<file path="src/dbrk_ram.sv">
// ---------------------------------------------------------------------------
// dbrk_ram: generic single-write, single-read synchronous RAM
// One write port and one read port; read data is registered and held while
// the read enable is low. A read of the address being written returns the
// old contents.
// ---------------------------------------------------------------------------
`timescale 1ns / 1ps
`default_nettype none

module dbrk_ram #(
	parameter int WIDTH = 8,
	parameter int DEPTH = 256
) (
	input  wire logic                     clk,
	input  wire logic                     we,
	input  wire logic [$clog2(DEPTH)-1:0] waddr,
	input  wire logic [WIDTH-1:0]         wdata,
	input  wire logic                     re,
	input  wire logic [$clog2(DEPTH)-1:0] raddr,
	output logic      [WIDTH-1:0]         rdata
);

	logic [WIDTH-1:0] mem_q [DEPTH];

	always_ff @(posedge clk) begin
		if (we) begin
			mem_q[waddr] <= wdata;
		end
		if (re) begin
			rdata <= mem_q[raddr];
		end
	end

endmodule

`default_nettype wire

</file>
<file path="config.mk">
export PLATFORM = sky130hd
export DESIGN_NAME = dbrk_ram
export DESIGN_NICKNAME = d
export VERILOG_FILES = /design/src/dbrk_ram.sv
export SDC_FILE = /design/constraint.sdc
export NUM_CORES = 2
export LEC_CHECK = 0
export ABC_AREA = 1
export BUFFER_PORTS_ARGS = -buffer_cell sky130_fd_sc_hd__buf_2
export CAP_MARGIN = 30
export CORE_MARGIN = 1.5
export CORE_UTILIZATION = 56
export CTS_CLUSTER_SIZE = 10
export DETAILED_ROUTE_END_ITERATION = 16
export GPL_TIMING_DRIVEN = 1
export PLACE_DENSITY = 0.7
export SYNTH_ARGS = -nofsm -noshare
export SYNTH_HDL_FRONTEND = slang
export SYNTH_SLANG_ARGS = --single-unit
</file>
<file path="constraint.sdc">
create_clock -name clk -period 1.91 [get_ports clk]
set_clock_uncertainty 0.15 [all_clocks]
set_input_delay 0 -clock clk [delete_from_list [all_inputs] [get_ports clk]]
set_output_delay 0 -clock clk [all_outputs]
set_load 0.05 [all_outputs]
</file>
# Word-level counts from Yosys, hierarchy flattened
# Memories as Yosys holds them, arrays and structs flattened. A register that Yosys moved wholly into a read port is not among the register bits.
# Cells that the tools add are included.
[op_classes] mux=2
[ops] operator="$mux 1" n=2
[totals] reg_bits=0 mem_bits_rw=2048 inputBits=27 output_inout_bits=8 word_cells=3 memories=1
[mem_list] name="mem_q" depth=256 word_bits=8 read_ports=1 rd_clocked_by_memory_dff=1 wr=1 line="23" source="logic [WIDTH-1:0] mem_q [DEPTH];"

# Longest topological paths before layout
[depth] word_depth=2 depth_mapped=15

# Least setup slack after synthesis
# No wires, ideal clock.
[synth_timing] path_kind="in2reg" start="input port we" end="memory mem_q[162][0] (enable)" setup_time_ns=0.370 arrival_ns=1.121 required_ns=1.390 setup_slack_ns=0.269 stages=4 cell_sequence="clkbuf_1 nand3_1 clkbuf_1 nor2_1"
[synth_between] elab_chain_len=2
[synth_lines] element="start, declared" line="15" source="input wire logic we,"
[synth_lines] element="$mux 1" line="26" source="if (we) begin"
[synth_lines] element="$mux 1 (not written as such)" line="27" source="mem_q[waddr] <= wdata;"
[synth_lines] element="end, declared" line="23"
# No other way between the ends.

==> summary.txt <==
=====================================================================================
Area of all sequential standard cells                                       61740 um2
Number of nets with antenna violations after routing                                0
Half-perimeter wire length after detailed placement                          145.6 mm
Number of DRC markers in iteration 0                                             7451
Tcrit/Tclk final                                                               103.6%
Highest Clock Rate                                                         0.5051 GHz
Startpoint of the most critical hold path                                    wdata[5]
DIE HEIGHT                                                                   389.1 um
Post-layout power                                                            93700 uW
DR vias                                                                         57920
Total number of clock tree sinks                                                 2056
Average via count per standard cell                                             6.110
Relative slew slack                                                            28.88%
Area of the multi-input gates                                               19760 um2
Post-place instance area                                                    90670 um2
Filler Cell Count                                                               10450
Buffer and inverter count on the worst path                                         0
Final routed wirelength across all metal layers                              235.8 mm
Post-Syn Area per Cell                                                      11.92 um2
Static leakage power                                                       0.03526 uW
Startpoint of the worst register-to-register path                         mem_q[8][1]
Count of state elements after synthesis                                          2056
Synth-to-Final Area Change                                                     17.09%
Sequential area share after synthesis                                          73.96%
Post-Synthesis Cell Area                                                    83480 um2
Via count of the first global-routing pass                                      55210
Max Root-Sink Buffers                                                               3
Pin count of the biggest net entering global routing                               82
Status                                                                   finished, violations left
Count of cells along the worst hold path                                            2
Aggregate global-route resource usage                                          30.98%
Final worst setup slack                                                   -0.06967 ns
Post-CTS Setup Repair Bufs                                                          0
Slowest stage cell on the critical path                                      edfxtp_1
Sink of the worst hold path                                              mem_q[113][5]
Min Tclk post-route                                                          1.980 ns
Start-to-end type of the worst setup path                                  reg -> reg
Total I/O pin count                                                                35
Final GP Congestion                                                            0.9332
Critical path launch point                                                mem_q[8][1]
CTS HTree Levels                                                                    4
Max-cap violations                                                                  0
Endpoint type of the worst setup path                                        register
Pre-antenna DRT Iters                                                               6
Buffer type at the clock tree root                                          clkbuf_16
Launching element type of the critical path                                  register
Insertion delay of the later-clocked pin in the worst-skew pair               0.88 ns
Proportion of layout cells with a drive suffix above 1                         14.62%
Cells on worst reg2reg path                                                        10
Post-Syn Instances                                                               7003
Crit path cell chain                                                     nand2_1 > nand3_1 > nand3_2 > nand3_1 > nand3_2 > nand3_4 > nand3_1 > nand2_2 > nand2_2 > nand2_1
CP Data Arrival Time                                                          2.44 ns
Clock-pin slew of the registers on the worst-case setup and hold paths        0.05 ns
Yosys cell types                                                                   13
Die X-Extent                                                                 389.1 um
Total CTS buffers                                                                 224
Initial antenna violation count                                                    10
R2r setup slk                                                                -0.07 ns
Setup-failing EPs final                                                             3
Floorplan die area                                                         151400 um2
Effective utilization at floorplan                                             56.46%
Type of the most critical hold path                                         in -> reg
Slew at the pin with the worst max-slew slack                                1.067 ns
Nets in the synthesized netlist                                                  7030
Crit path largest cell delay                                                  0.38 ns
Number of buffer cells added on primary ports                                      34
DR WL/cell                                                                   24.88 um
Terminus of the critical flop-to-flop path                                   rdata[1]
Count of nets after finishing                                                    7547
Max Transition Viols Final                                                          0
Number of rows created at floorplan                                               141
Post-route non-filler standard cell count                                        9479
Most frequent CP cell                                                         nand3_1
DP Cell Count                                                                    9187
Power density over cell area                                             958.6 nW/um2
Global-route wire length before repair                                       347.2 mm
Final hold violation count                                                          0
Crit path max fanout                                                                1
Core footprint                                                             147800 um2
Largest delay share family, worst path                                   simple AND/OR/NAND/NOR gates
Gr ovfl total                                                                       0
TritonCTS clock tree                                                             done
Total non-filler cell area in the finished layout                           97740 um2
Count of yosys warnings during synthesis                                            0
Data required time at the worst endpoint                                      2.37 ns
RSZ-0062 raised after global routing                                              yes
Largest vdd supply drop                                                       1045 uV
Count of unresolved DRC violations after routing                                    0
Violated checks                                                          negative setup slack
=====================================================================================
-- flip-flops by register name (all words and copies together) (netlist names) --
register  count
mem_q      2048
rdata         8
-- through the flow --
step	hold WS [ns]	utilization (%)	setup TNS, ns	setup WS [ns]
4_1_cts	0.006430	65.82	0	0.0001883
2_1_floorplan	-0.05113	-	0	0.2685
3_3_place_gp	0.2686	61.33	-4.294	-0.6268
5_1_grt	0.07995	66.10	-0.4449	-0.1148
3_5_place_dp	0.2667	61.33	-4.402	-0.6813
6_report	0.05667	66.11	-0.1411	-0.06967
-- layout by cell type (no fill, tap or decap) --
| cell | instances |
|---|---|
| dlygate4sd3_1 | 31 |
| inv_16 | 4 |
| nand3_4 | 10 |
| inv_2 | 1 |
| buf_16 | 1 |
| nand2_1 | 2117 |
| nor2_4 | 2 |
| clkinv_8 | 6 |
| inv_8 | 2 |
| nand2_2 | 6 |
| buf_6 | 9 |
| nor2_2 | 9 |
| buf_4 | 564 |
| clkinv_1 | 1 |
| clkbuf_1 | 7 |
| nand3_2 | 89 |
| dlymetal6s4s_1 | 1 |
| clkbuf_16 | 229 |
| clkinvlp_4 | 1 |
| inv_4 | 1 |
| clkinv_16 | 2 |
| diode_2 | 7 |
| buf_2 | 21 |
| buf_8 | 11 |
| inv_6 | 1 |
| nand3_1 | 1920 |
| inv_1 | 34 |
| edfxtp_1 | 2056 |
| buf_12 | 134 |
| nor2_1 | 272 |
-- cell type report --
cell class | count | area share, %
Clock buffer | 234 | 5.838
Sequential cell | 2056 | 63.16
Timing Repair Buffer | 774 | 7.866
Tap cell | 1930 | 2.471
Inverter | 39 | 0.1843
Multi-Input combinational cell | 4425 | 20.22
Clock inverter | 14 | 0.2432
Antenna cell | 7 | 0.01792
-- power breakdown --
part	internal, uW	switching [uW]	leakage, uW
Sequential	49800	45.6	0.0185
Clock	20900	16200	0.00291
Combinational	2060	4730	0.0139
-- worst max-delay path by stage --
stage | end | slack, ns | cells past startpoint
2_1_floorplan | mem_q[162][0] | 0.27 | 4
3_3_place_gp | rdata[1] | -0.63 | 13
3_5_place_dp | rdata[1] | -0.68 | 13
4_1_cts | rdata[7] | 0.0002 | 10
5_1_grt | rdata[2] | -0.11 | 10
6_report | rdata[1] | -0.07 | 10
-- metal layers --
layer | global-route usage, % | routed length [um] | up-vias
li1 | - | - | 25790
met1 | 43.46 | 90700 | 28320
met2 | 47.52 | 109000 | 3300
met3 | 6.938 | 27530 | 495
met4 | 12.19 | 8583 | 6
met5 | 0 | 39 | -
-- kinds of logic (layout without fill, tap and decap cells) --
kind of cell           after synthesis  after routing  synth area share [%]
flip-flops                        2056           2056                 73.96
AND/OR/NAND/NOR                   4425           4425                 22.92
buffers and inverters              522           1061                 3.116
other                                0              7                     0
-- Yosys cell counts --
master    number  share of area (%)
nand2_1     2123                9.5
inv_1         36               0.16
buf_6         16               0.22
buf_2        268                1.6
edfxtp_1    2056                 74
inv_2          2             0.0090
clkbuf_1     112               0.50
nor2_1       283                1.3
buf_1         40               0.18
buf_8          1              0.018
inv_4          1             0.0075
nand3_1     2019                 12
buf_4         46               0.41
-- repair_timing --
item,in CTS,in global routing
setup endpoints to repair,9,295
pin swaps,6,6
endpoints found under the hold margin,3265,0
hold buffers,37,0
resized for setup,61,81
gates cloned,0,2
Power figures use the tool's default switching activity.
